<file path="src/hdl/mma_pkg.sv">
// Shared types and constants of the masked moving average block.
// Holds the configuration register codes, the controller state type and the
// control word that drives the row of storage cells. Depends on nothing.
`default_nettype none

package mma_pkg;

    localparam int CFG_DATA_W  = 4;
    localparam int CFG_INDEX_W = 1;

    localparam logic [CFG_INDEX_W-1:0] CFG_WINDOW_HALF = 1'b0;
    localparam logic [CFG_INDEX_W-1:0] CFG_VOICED_ONLY = 1'b1;

    localparam logic [CFG_DATA_W-1:0] RESET_WINDOW_HALF = 4'd2;
    localparam logic                  RESET_VOICED_ONLY = 1'b1;

    typedef enum logic [5:0] {
        ST_IDLE   = 6'b000001,
        ST_PUSH   = 6'b000010,
        ST_SWEEP  = 6'b000100,
        ST_CHECK  = 6'b001000,
        ST_DIVIDE = 6'b010000,
        ST_DONE   = 6'b100000
    } state_t;

    typedef struct packed {
        logic fill;
        logic advance;
    } cell_ctrl_t;

endpackage

`default_nettype wire

</file>
<file path="src/hdl/mma_cell.sv">
// One storage cell of the sample line: holds a single sample and takes its
// neighbour's value when the line advances, or the fill value when loaded.
// Depends on mma_pkg for the cell control word.
`default_nettype none

module mma_cell #(
    parameter int SAMPLE_BITS = 24
) (
    input  wire logic                   aclk,
    input  wire mma_pkg::cell_ctrl_t    ctrl,
    input  wire logic [SAMPLE_BITS-1:0] fill_value,
    input  wire logic [SAMPLE_BITS-1:0] shift_in,
    output logic      [SAMPLE_BITS-1:0] value
);

    logic [SAMPLE_BITS-1:0] value_reg;
    logic [SAMPLE_BITS-1:0] value_next;

    always_comb begin
        value_next = value_reg;
        if (ctrl.fill) begin
            value_next = fill_value;
        end else if (ctrl.advance) begin
            value_next = shift_in;
        end
    end

    always_ff @(posedge aclk) begin
        value_reg <= value_next;
    end

    assign value = value_reg;

endmodule

`default_nettype wire

</file>
<file path="src/hdl/mma_div.sv">
// Iterative restoring divider producing one quotient bit per cycle.
// Divides an unsigned magnitude by a narrow unsigned divisor; no package use.
`default_nettype none

module mma_div #(
    parameter int MAG_W = 28,
    parameter int DIV_W = 5
) (
    input  wire logic             aclk,
    input  wire logic             aresetn,
    input  wire logic             start,
    input  wire logic [MAG_W-1:0] dividend,
    input  wire logic [DIV_W-1:0] divisor,
    output logic                  done,
    output logic      [MAG_W-1:0] quotient
);

    localparam int ITER_W = $clog2(MAG_W + 1);

    logic              active_reg;
    logic              active_next;
    logic              done_reg;
    logic              done_next;
    logic [MAG_W-1:0]  quo_reg;
    logic [MAG_W-1:0]  quo_next;
    logic [DIV_W-1:0]  rem_reg;
    logic [DIV_W-1:0]  rem_next;
    logic [ITER_W-1:0] iter_reg;
    logic [ITER_W-1:0] iter_next;
    logic [DIV_W:0]    trial;
    logic              last_iter;

    always_comb begin
        trial       = {rem_reg, quo_reg[MAG_W-1]};
        last_iter   = active_reg && (iter_reg == ITER_W'(MAG_W - 1));
        active_next = active_reg;
        done_next   = last_iter;
        quo_next    = quo_reg;
        rem_next    = rem_reg;
        iter_next   = iter_reg;
        if (start) begin
            active_next = 1'b1;
            quo_next    = dividend;
            rem_next    = '0;
            iter_next   = '0;
        end else if (active_reg) begin
            if (trial >= {1'b0, divisor}) begin
                rem_next = DIV_W'(trial - {1'b0, divisor});
                quo_next = {quo_reg[MAG_W-2:0], 1'b1};
            end else begin
                rem_next = trial[DIV_W-1:0];
                quo_next = {quo_reg[MAG_W-2:0], 1'b0};
            end
            iter_next = iter_reg + ITER_W'(1);
            if (last_iter) begin
                active_next = 1'b0;
            end
        end
    end

    always_ff @(posedge aclk) begin
        if (!aresetn) begin
            active_reg <= 1'b0;
            done_reg   <= 1'b0;
        end else begin
            active_reg <= active_next;
            done_reg   <= done_next;
        end
    end

    always_ff @(posedge aclk) begin
        quo_reg  <= quo_next;
        rem_reg  <= rem_next;
        iter_reg <= iter_next;
    end

    assign done     = done_reg;
    assign quotient = quo_reg;

endmodule

`default_nettype wire

</file>
<file path="src/hdl/masked_moving_average.sv">
// Top level of the masked moving average: control, row of sample cells,
// accumulator and divider. Depends on mma_pkg, mma_cell and mma_div.
//
// Usage: samples arrive on the s_ channel (valid/ready) with s_last marking
// the final word of a sequence; smoothed words leave on the m_ channel, one
// per input sample, with m_final_res high on the last word of the sequence.
// Each output is the rounded mean of the 2h+1 samples centred on it, with the
// first and last samples replicated past the ends; with voiced_only set, only
// positive samples are averaged and non-positive ones pass through unchanged.
// window_half and voiced_only are written on the cfg port and take effect at
// the start of the next sequence.
// Per result: a rotation of the cell row (ST_SWEEP), a check (ST_CHECK),
// the bit-serial divider with collection of its quotient (ST_DIVIDE) and a
// load of the output register (ST_DONE); a passed-through word goes from the
// check straight to the load. The block takes no new word until the result of
// the previous one is loaded and it is back in ST_IDLE. The last word of a
// sequence yields up to h further results, each after a push in ST_PUSH. A word
// that yields no result leaves the block in ST_IDLE, ready for the next word.
// A finished result waits in the output register while the receiver stalls;
// the next result waits in turn until that register is free.
// Reset empties the output, closes any open sequence and restores the
// configuration defaults (h = 2, voiced_only = 1).
`default_nettype none

module masked_moving_average #(
    parameter int MAX_HALF    = 15,
    parameter int SAMPLE_BITS = 24
) (
    input  wire logic                            aclk,
    input  wire logic                            aresetn,
    input  wire logic                            cfg_wr_en,
    input  wire logic [mma_pkg::CFG_INDEX_W-1:0] cfg_index,
    input  wire logic [mma_pkg::CFG_DATA_W-1:0]  cfg_wdata,
    input  wire logic                            s_valid,
    output logic                                 s_ready,
    input  wire logic signed [SAMPLE_BITS-1:0]   s_sample,
    input  wire logic                            s_last,
    output logic                                 m_valid,
    input  wire logic                            m_ready,
    output logic signed [SAMPLE_BITS-1:0]        m_smoothed,
    output logic                                 m_final_res
);

    localparam int DEPTH  = 2 * MAX_HALF + 1;
    localparam int IDX_W  = $clog2(DEPTH);
    localparam int HALF_W = $clog2(MAX_HALF + 1);
    localparam int FILL_W = $clog2(MAX_HALF + 2);
    localparam int CNT_W  = $clog2(DEPTH + 1);
    localparam int SUM_W  = SAMPLE_BITS + IDX_W;
    localparam int MAG_W  = SUM_W - 1;

    logic [mma_pkg::CFG_DATA_W-1:0] win_half_reg;
    logic [mma_pkg::CFG_DATA_W-1:0] win_half_next;
    logic                           voiced_cfg_reg;
    logic                           voiced_cfg_next;

    mma_pkg::state_t state_reg;
    mma_pkg::state_t state_next;

    logic                          started_reg;
    logic                          started_next;
    logic [FILL_W-1:0]             fill_reg;
    logic [FILL_W-1:0]             fill_next;
    logic                          last_mode_reg;
    logic                          last_mode_next;
    logic [HALF_W-1:0]             flush_reg;
    logic [HALF_W-1:0]             flush_next;
    logic [HALF_W-1:0]             half_reg;
    logic [HALF_W-1:0]             half_next;
    logic                          voiced_reg;
    logic                          voiced_next;
    logic signed [SAMPLE_BITS-1:0] x_reg;
    logic signed [SAMPLE_BITS-1:0] x_next;
    logic [IDX_W-1:0]              idx_reg;
    logic [IDX_W-1:0]              idx_next;
    logic signed [SUM_W-1:0]       sum_reg;
    logic signed [SUM_W-1:0]       sum_next;
    logic [CNT_W-1:0]              cnt_reg;
    logic [CNT_W-1:0]              cnt_next;
    logic signed [SAMPLE_BITS-1:0] center_reg;
    logic signed [SAMPLE_BITS-1:0] center_next;
    logic signed [SAMPLE_BITS-1:0] res_reg;
    logic signed [SAMPLE_BITS-1:0] res_next;

    logic                          m_valid_reg;
    logic                          m_valid_next;
    logic signed [SAMPLE_BITS-1:0] m_smoothed_reg;
    logic signed [SAMPLE_BITS-1:0] m_smoothed_next;
    logic                          m_final_reg;
    logic                          m_final_next;

    logic                   accept;
    logic [HALF_W-1:0]      h_start;
    logic [HALF_W-1:0]      h_use;
    logic [FILL_W-1:0]      thr;
    logic [FILL_W-1:0]      fill_step;
    logic [IDX_W-1:0]       two_h;
    logic [SAMPLE_BITS-1:0] tap;
    logic                   tap_voiced;
    logic                   tap_in;
    logic [SUM_W-1:0]       abs_sum;
    logic [MAG_W-1:0]       div_dividend;
    logic                   div_start;
    logic                   div_done;
    logic [MAG_W-1:0]       div_quotient;
    logic [SAMPLE_BITS-1:0] quo_low;

    mma_pkg::cell_ctrl_t    cell_ctrl;
    logic [SAMPLE_BITS-1:0] cell_head;
    logic [SAMPLE_BITS-1:0] tap_q [DEPTH];

    // Row of cells: cell 0 takes the newest word, the last cell holds the oldest.
    for (genvar j = 0; j < DEPTH; j++) begin : g_cell
        if (j == 0) begin : g_head
            mma_cell #(
                .SAMPLE_BITS(SAMPLE_BITS)
            ) u_cell (
                .aclk      (aclk),
                .ctrl      (cell_ctrl),
                .fill_value(s_sample),
                .shift_in  (cell_head),
                .value     (tap_q[j])
            );
        end else begin : g_body
            mma_cell #(
                .SAMPLE_BITS(SAMPLE_BITS)
            ) u_cell (
                .aclk      (aclk),
                .ctrl      (cell_ctrl),
                .fill_value(s_sample),
                .shift_in  (tap_q[j-1]),
                .value     (tap_q[j])
            );
        end
    end

    mma_div #(
        .MAG_W(MAG_W),
        .DIV_W(CNT_W)
    ) u_div (
        .aclk     (aclk),
        .aresetn  (aresetn),
        .start    (div_start),
        .dividend (div_dividend),
        .divisor  (cnt_reg),
        .done     (div_done),
        .quotient (div_quotient)
    );

    always_comb begin
        accept = s_valid && s_ready;

        if (int'(win_half_reg) > MAX_HALF) begin
            h_start = HALF_W'(MAX_HALF);
        end else begin
            h_start = HALF_W'(win_half_reg);
        end
        h_use     = ((state_reg == mma_pkg::ST_IDLE) && !started_reg) ? h_start : half_reg;
        thr       = FILL_W'(h_use) + FILL_W'(1);
        fill_step = (fill_reg < thr) ? (fill_reg + FILL_W'(1)) : fill_reg;
        two_h     = IDX_W'({half_reg, 1'b0});

        // During the rotation the oldest cell presents each tap in turn.
        tap        = tap_q[DEPTH-1];
        tap_voiced = !tap[SAMPLE_BITS-1] && (tap != '0);
        tap_in     = (idx_reg <= two_h) && (!voiced_reg || tap_voiced);

        abs_sum      = sum_reg[SUM_W-1] ? SUM_W'(-sum_reg) : SUM_W'(sum_reg);
        div_dividend = abs_sum[MAG_W-1:0] + MAG_W'(cnt_reg >> 1);
        quo_low      = div_quotient[SAMPLE_BITS-1:0];

        win_half_next   = win_half_reg;
        voiced_cfg_next = voiced_cfg_reg;
        if (cfg_wr_en) begin
            case (cfg_index)
                mma_pkg::CFG_WINDOW_HALF: begin
                    win_half_next = cfg_wdata;
                end
                mma_pkg::CFG_VOICED_ONLY: begin
                    voiced_cfg_next = cfg_wdata[0];
                end
                default: begin
                    win_half_next = win_half_reg;
                end
            endcase
        end

        state_next      = state_reg;
        started_next    = started_reg;
        fill_next       = fill_reg;
        last_mode_next  = last_mode_reg;
        flush_next      = flush_reg;
        half_next       = half_reg;
        voiced_next     = voiced_reg;
        x_next          = x_reg;
        idx_next        = idx_reg;
        sum_next        = sum_reg;
        cnt_next        = cnt_reg;
        center_next     = center_reg;
        res_next        = res_reg;
        m_valid_next    = m_valid_reg && !m_ready;
        m_smoothed_next = m_smoothed_reg;
        m_final_next    = m_final_reg;
        div_start       = 1'b0;
        cell_ctrl       = '0;
        cell_head       = s_sample;

        case (state_reg)
            mma_pkg::ST_IDLE: begin
                if (accept) begin
                    x_next         = s_sample;
                    last_mode_next = s_last;
                    flush_next     = s_last ? h_use : '0;
                    if (!started_reg) begin
                        started_next   = 1'b1;
                        half_next      = h_start;
                        voiced_next    = voiced_cfg_reg;
                        fill_next      = FILL_W'(1);
                        cell_ctrl.fill = 1'b1;
                    end else begin
                        fill_next         = fill_step;
                        cell_ctrl.advance = 1'b1;
                    end
                    if (fill_next >= thr) begin
                        idx_next   = IDX_W'(DEPTH - 1);
                        sum_next   = '0;
                        cnt_next   = '0;
                        state_next = mma_pkg::ST_SWEEP;
                    end else if (s_last) begin
                        state_next = mma_pkg::ST_PUSH;
                    end
                end
            end
            mma_pkg::ST_PUSH: begin
                cell_head         = x_reg;
                cell_ctrl.advance = 1'b1;
                fill_next         = fill_step;
                flush_next        = flush_reg - HALF_W'(1);
                if (fill_step >= thr) begin
                    idx_next   = IDX_W'(DEPTH - 1);
                    sum_next   = '0;
                    cnt_next   = '0;
                    state_next = mma_pkg::ST_SWEEP;
                end
            end
            mma_pkg::ST_SWEEP: begin
                cell_head         = tap;
                cell_ctrl.advance = 1'b1;
                if (tap_in) begin
                    sum_next = sum_reg + SUM_W'(signed'(tap));
                    cnt_next = cnt_reg + CNT_W'(1);
                end
                if (idx_reg == IDX_W'(half_reg)) begin
                    center_next = tap;
                end
                if (idx_reg == '0) begin
                    state_next = mma_pkg::ST_CHECK;
                end else begin
                    idx_next = idx_reg - IDX_W'(1);
                end
            end
            mma_pkg::ST_CHECK: begin
                if (voiced_reg && !(center_reg > 0)) begin
                    res_next   = center_reg;
                    state_next = mma_pkg::ST_DONE;
                end else begin
                    div_start  = 1'b1;
                    state_next = mma_pkg::ST_DIVIDE;
                end
            end
            mma_pkg::ST_DIVIDE: begin
                if (div_done) begin
                    res_next   = sum_reg[SUM_W-1] ? -quo_low : quo_low;
                    state_next = mma_pkg::ST_DONE;
                end
            end
            mma_pkg::ST_DONE: begin
                if (!m_valid_reg || m_ready) begin
                    m_valid_next    = 1'b1;
                    m_smoothed_next = res_reg;
                    m_final_next    = last_mode_reg && (flush_reg == '0);
                    if (last_mode_reg && (flush_reg != '0)) begin
                        state_next = mma_pkg::ST_PUSH;
                    end else begin
                        if (last_mode_reg) begin
                            started_next   = 1'b0;
                            fill_next      = '0;
                            last_mode_next = 1'b0;
                        end
                        state_next = mma_pkg::ST_IDLE;
                    end
                end
            end
            default: begin
                state_next = mma_pkg::ST_IDLE;
            end
        endcase
    end

    always_ff @(posedge aclk) begin
        if (!aresetn) begin
            win_half_reg   <= mma_pkg::RESET_WINDOW_HALF;
            voiced_cfg_reg <= mma_pkg::RESET_VOICED_ONLY;
            state_reg      <= mma_pkg::ST_IDLE;
            started_reg    <= 1'b0;
            fill_reg       <= '0;
            last_mode_reg  <= 1'b0;
            m_valid_reg    <= 1'b0;
        end else begin
            win_half_reg   <= win_half_next;
            voiced_cfg_reg <= voiced_cfg_next;
            state_reg      <= state_next;
            started_reg    <= started_next;
            fill_reg       <= fill_next;
            last_mode_reg  <= last_mode_next;
            m_valid_reg    <= m_valid_next;
        end
    end

    always_ff @(posedge aclk) begin
        flush_reg      <= flush_next;
        half_reg       <= half_next;
        voiced_reg     <= voiced_next;
        x_reg          <= x_next;
        idx_reg        <= idx_next;
        sum_reg        <= sum_next;
        cnt_reg        <= cnt_next;
        center_reg     <= center_next;
        res_reg        <= res_next;
        m_smoothed_reg <= m_smoothed_next;
        m_final_reg    <= m_final_next;
    end

    assign s_ready     = (state_reg == mma_pkg::ST_IDLE);
    assign m_valid     = m_valid_reg;
    assign m_smoothed  = m_smoothed_reg;
    assign m_final_res = m_final_reg;

endmodule

`default_nettype wire

</file>
<file path="config.mk">
export PLATFORM = sky130hd
export DESIGN_NAME = masked_moving_average
export DESIGN_NICKNAME = d
export VERILOG_FILES = /design/src/hdl/mma_pkg.sv /design/src/hdl/mma_cell.sv /design/src/hdl/mma_div.sv /design/src/hdl/masked_moving_average.sv
export SDC_FILE = /design/constraint.sdc
export NUM_CORES = 1
export LEC_CHECK = 0
export BUFFER_PORTS_ARGS = -buffer_cell sky130_fd_sc_hd__buf_2
export CAP_MARGIN = 15
export CORE_ASPECT_RATIO = 1.4
export CORE_MARGIN = 3
export CORE_UTILIZATION = 35
export CTS_CLUSTER_DIAMETER = 120
export DETAILED_ROUTE_END_ITERATION = 16
export PLACE_DENSITY = 0.46
export SLEW_MARGIN = 10
export SYNTH_ARGS = -nofsm -noshare
export SYNTH_HDL_FRONTEND = slang
export SYNTH_SLANG_ARGS = --single-unit
</file>
<file path="constraint.sdc">
create_clock -name aclk -period 76.5 [get_ports aclk]
set_input_delay 15.3 -clock aclk [delete_from_list [all_inputs] [get_ports aclk]]
set_output_delay 15.3 -clock aclk [all_outputs]
set_load 0.03 [all_outputs]
</file>
==> results.sh <==
export IMPL_status="complete, no violations"
export IMPL_overflow=0
export IMPL_grt_usage_pct=13.8
export IMPL_synth_top_area_cell="edfxtp_1"
export IMPL_slew_viol_final=0
export IMPL_ys_seq_elements=948
export IMPL_ys_warn_count=0
export IMPL_period_minus_slack_ps=19240
export IMPL_grt_pass1_wl_um=134000
export IMPL_irDropWorstVdd_v=0.0000306
export IMPL_fmax_mhz=52.0
export IMPL_dpl_hpwl_um=50900
export IMPL_worstSetupStartpointType="primary input"
export IMPL_avgViaCountPerCell=5.22
export IMPL_routed_wl_um=84100
export IMPL_fin_skew_ps=33.2
export IMPL_cts_max_level=3
export IMPL_postCtsHoldBufs=0
export IMPL_clk_latency_ps=680
export IMPL_critPathArrivalTime_ps=19520
export IMPL_grt_max_degree=271
export IMPL_path_buf_inv=5
export IMPL_synth_area_top_cells="edfxtp_1 67%, a21o_1 13%, ha_1 1.7%"
export IMPL_end_kind="flop"
export IMPL_route_detailed_drc=0
export IMPL_grt_pass1_vias=23603
export IMPL_finish_utilization_pct=39.3
export IMPL_syn_area_per_cell_um2=14.2
export IMPL_root_buffer="clkbuf_16"
export IMPL_globalplace_congestion=0.818
export IMPL_die_area_um2=122000
export IMPL_fin_crit_sh_pct=25.1
export IMPL_yosysUniqueCellTypes=88
export IMPL_setup_viol=0
export IMPL_fp_coreArea_um2=116000
export IMPL_critical_path_max_stage_delay_ps=800
export IMPL_stdcell_area_um2=45800
export IMPL_max_cap_violations=0
export IMPL_async_reset_ff_share_pct=0
export IMPL_cp_top_family="buffers and inverters"
export IMPL_relSlewSlack_pct=22.3
export IMPL_cts_tree="built"
export IMPL_required_ps=76780
export IMPL_ys_top_cells_by_count="917 x edfxtp_1, 734 x a21o_1, 160 x nand2_1"
export IMPL_drtIter0Drc=1791
export IMPL_ant_nets=0
export IMPL_hold_path_class="flop to flop"
export IMPL_portBuffers=61
export IMPL_synth_most_common_cell="edfxtp_1"
export IMPL_place_area_um2=42700
export IMPL_start_util_pct=35.3
export IMPL_cts_made_buffers=95
export IMPL_firstDrtPassIters=5
export IMPL_syn_area_um2=41100
export IMPL_yosys_area_top_type_share_pct=67.0
export IMPL_cts_path_max_buffers=3
export IMPL_max_slew_worst_pin_slew_ps=1170
export IMPL_yosysSeqAreaShare_pct=68.5
export IMPL_antenna_found_initial=16
export IMPL_die_w_um=296
export IMPL_cts_resized=0
export IMPL_crit_chain="buf_2, nand2_1, nand2_4, buf_4, buf_4, buf_12, buf_4"
export IMPL_p_leak_nw=19.1
export IMPL_cpMaxStageDelayCell="buf_12"
export IMPL_hold_violations=0
export IMPL_cp_common_cell="buf_4"
export IMPL_postCtsSetupBuffers=0
export IMPL_drive_gt1_share_pct=9.16
export IMPL_synth_cells=2902
export IMPL_cp_max_fo=208
export IMPL_pwr_density_cell_nw_per_um2=45.8
export IMPL_path_class="primary input to flop"
export IMPL_synth_nets=2997
export IMPL_clock_sinks=948
export IMPL_synthFlopType="edfxtp_1"
export IMPL_synthToLayoutAreaGrowth_pct=11.3
export IMPL_final_nets=2981
export IMPL_rsz0062_at_grt="false"
export IMPL_cts_clk_slew_worst_paths_ps=60
export IMPL_vias=23292
export IMPL_holdWs_ps=417
export IMPL_wl_per_cell_um=18.9
export IMPL_synth_edff_count=917
export IMPL_placementRows=148
export IMPL_tns_ps=0
export IMPL_ios=62
export IMPL_largest_reg_flops=720
export IMPL_die_y_um=412
[final cells by class]
class / instances / area, um^2
clock buffers: 109 / 2430
inverters: 38 / 143
flip-flops and latches: 948 / 28200
diodes: 3 / 7.51
clock inverters: 59 / 484
repair buffers: 94 / 661
multi-input cells: 1709 / 12000
well taps: 1500 / 1880
fillers: 10787 / 70700
[kinds of logic (layout without fill, tap and decap cells)]
group / after synthesis / after routing / synth area share (%)
other: 0 / 3 / 0
multiplexers: 18 / 18 / 0.475
XOR/XNOR: 114 / 114 / 2.43
AO/OA/AOI/OAI: 1011 / 1011 / 17.9
buffers and inverters: 245 / 300 / 2.44
adder cells (fa/ha/maj): 63 / 63 / 1.96
AND/OR/NAND/NOR: 503 / 503 / 6.33
flip-flops: 948 / 948 / 68.5
[report_power, final]
group	switching [mW]	internal (mW)	total, mW
logic	0.360	0.262	0.622
clock network	0.198	0.245	0.443
registers	0.0942	0.938	1.03
total	0.652	1.45	2.10
[final timing paths]
check | start | to | slack, ps | depth (start not counted)
hold reg to reg | res_reg[15]$_DFFE_PP_ | m_smoothed[15]$_DFFE_PP_ | 420 | 0
hold / removal | res_reg[15]$_DFFE_PP_ | m_smoothed[15]$_DFFE_PP_ | 420 | 0
setup / recovery | s_valid | g_cell[30].g_body.u_cell.value[8]$_DFFE_PP_ | 57260 | 7
setup reg to reg | state_reg[3]$_SDFFE_PN0P_ | g_cell[30].g_body.u_cell.value[8]$_DFFE_PP_ | 70100 | 10
[cell usage in the layout, fill, tap and decap left out, types with 15 or more instances in the layout]
cell / Yosys / layout
edfxtp_1: 917 / 917
a21o_1: 734 / 734
nand2_1: 160 / 159
clkbuf_16: 0 / 95
nor2_1: 88 / 87
o21ai_0: 83 / 83
buf_2: 59 / 61
xor2_1: 60 / 60
ha_1: 57 / 57
xnor2_1: 54 / 54
a21oi_1: 41 / 40
and2_1: 38 / 38
nor3_1: 38 / 37
inv_1: 36 / 34
dfxtp_1: 31 / 31
a22oi_1: 26 / 26
buf_4: 1 / 24
nor4_1: 23 / 23
clkinv_1: 1 / 22
nand3_1: 21 / 21
clkinv_2: 0 / 21
nand2b_1: 20 / 20
nor2b_1: 20 / 20
o31ai_1: 15 / 15
[metal layers]
metal | part of all wire, % | track usage [%] | vias up
li1 | - | - | 10987
met1 | 43 | 17.3 | 11772
met2 | 49 | 23.2 | 357
met3 | 4.9 | 3.05 | 164
met4 | 3.3 | 5.39 | 12
met5 | 0.098 | 0 | -
[stage by stage]
step / power [mW] / setup slack (ps) / cells
after floorplan: 1.67 / 40640 / 2902
after global placement: 1.65 / 56620 / 4283
after detailed placement: 1.67 / 56460 / 4283
after CTS: 2.13 / 57210 / 4451
after global routing: 2.24 / 56860 / 4457
final: 2.10 / 57260 / 4460
Note: power is estimated with default switching activity, not from simulation.
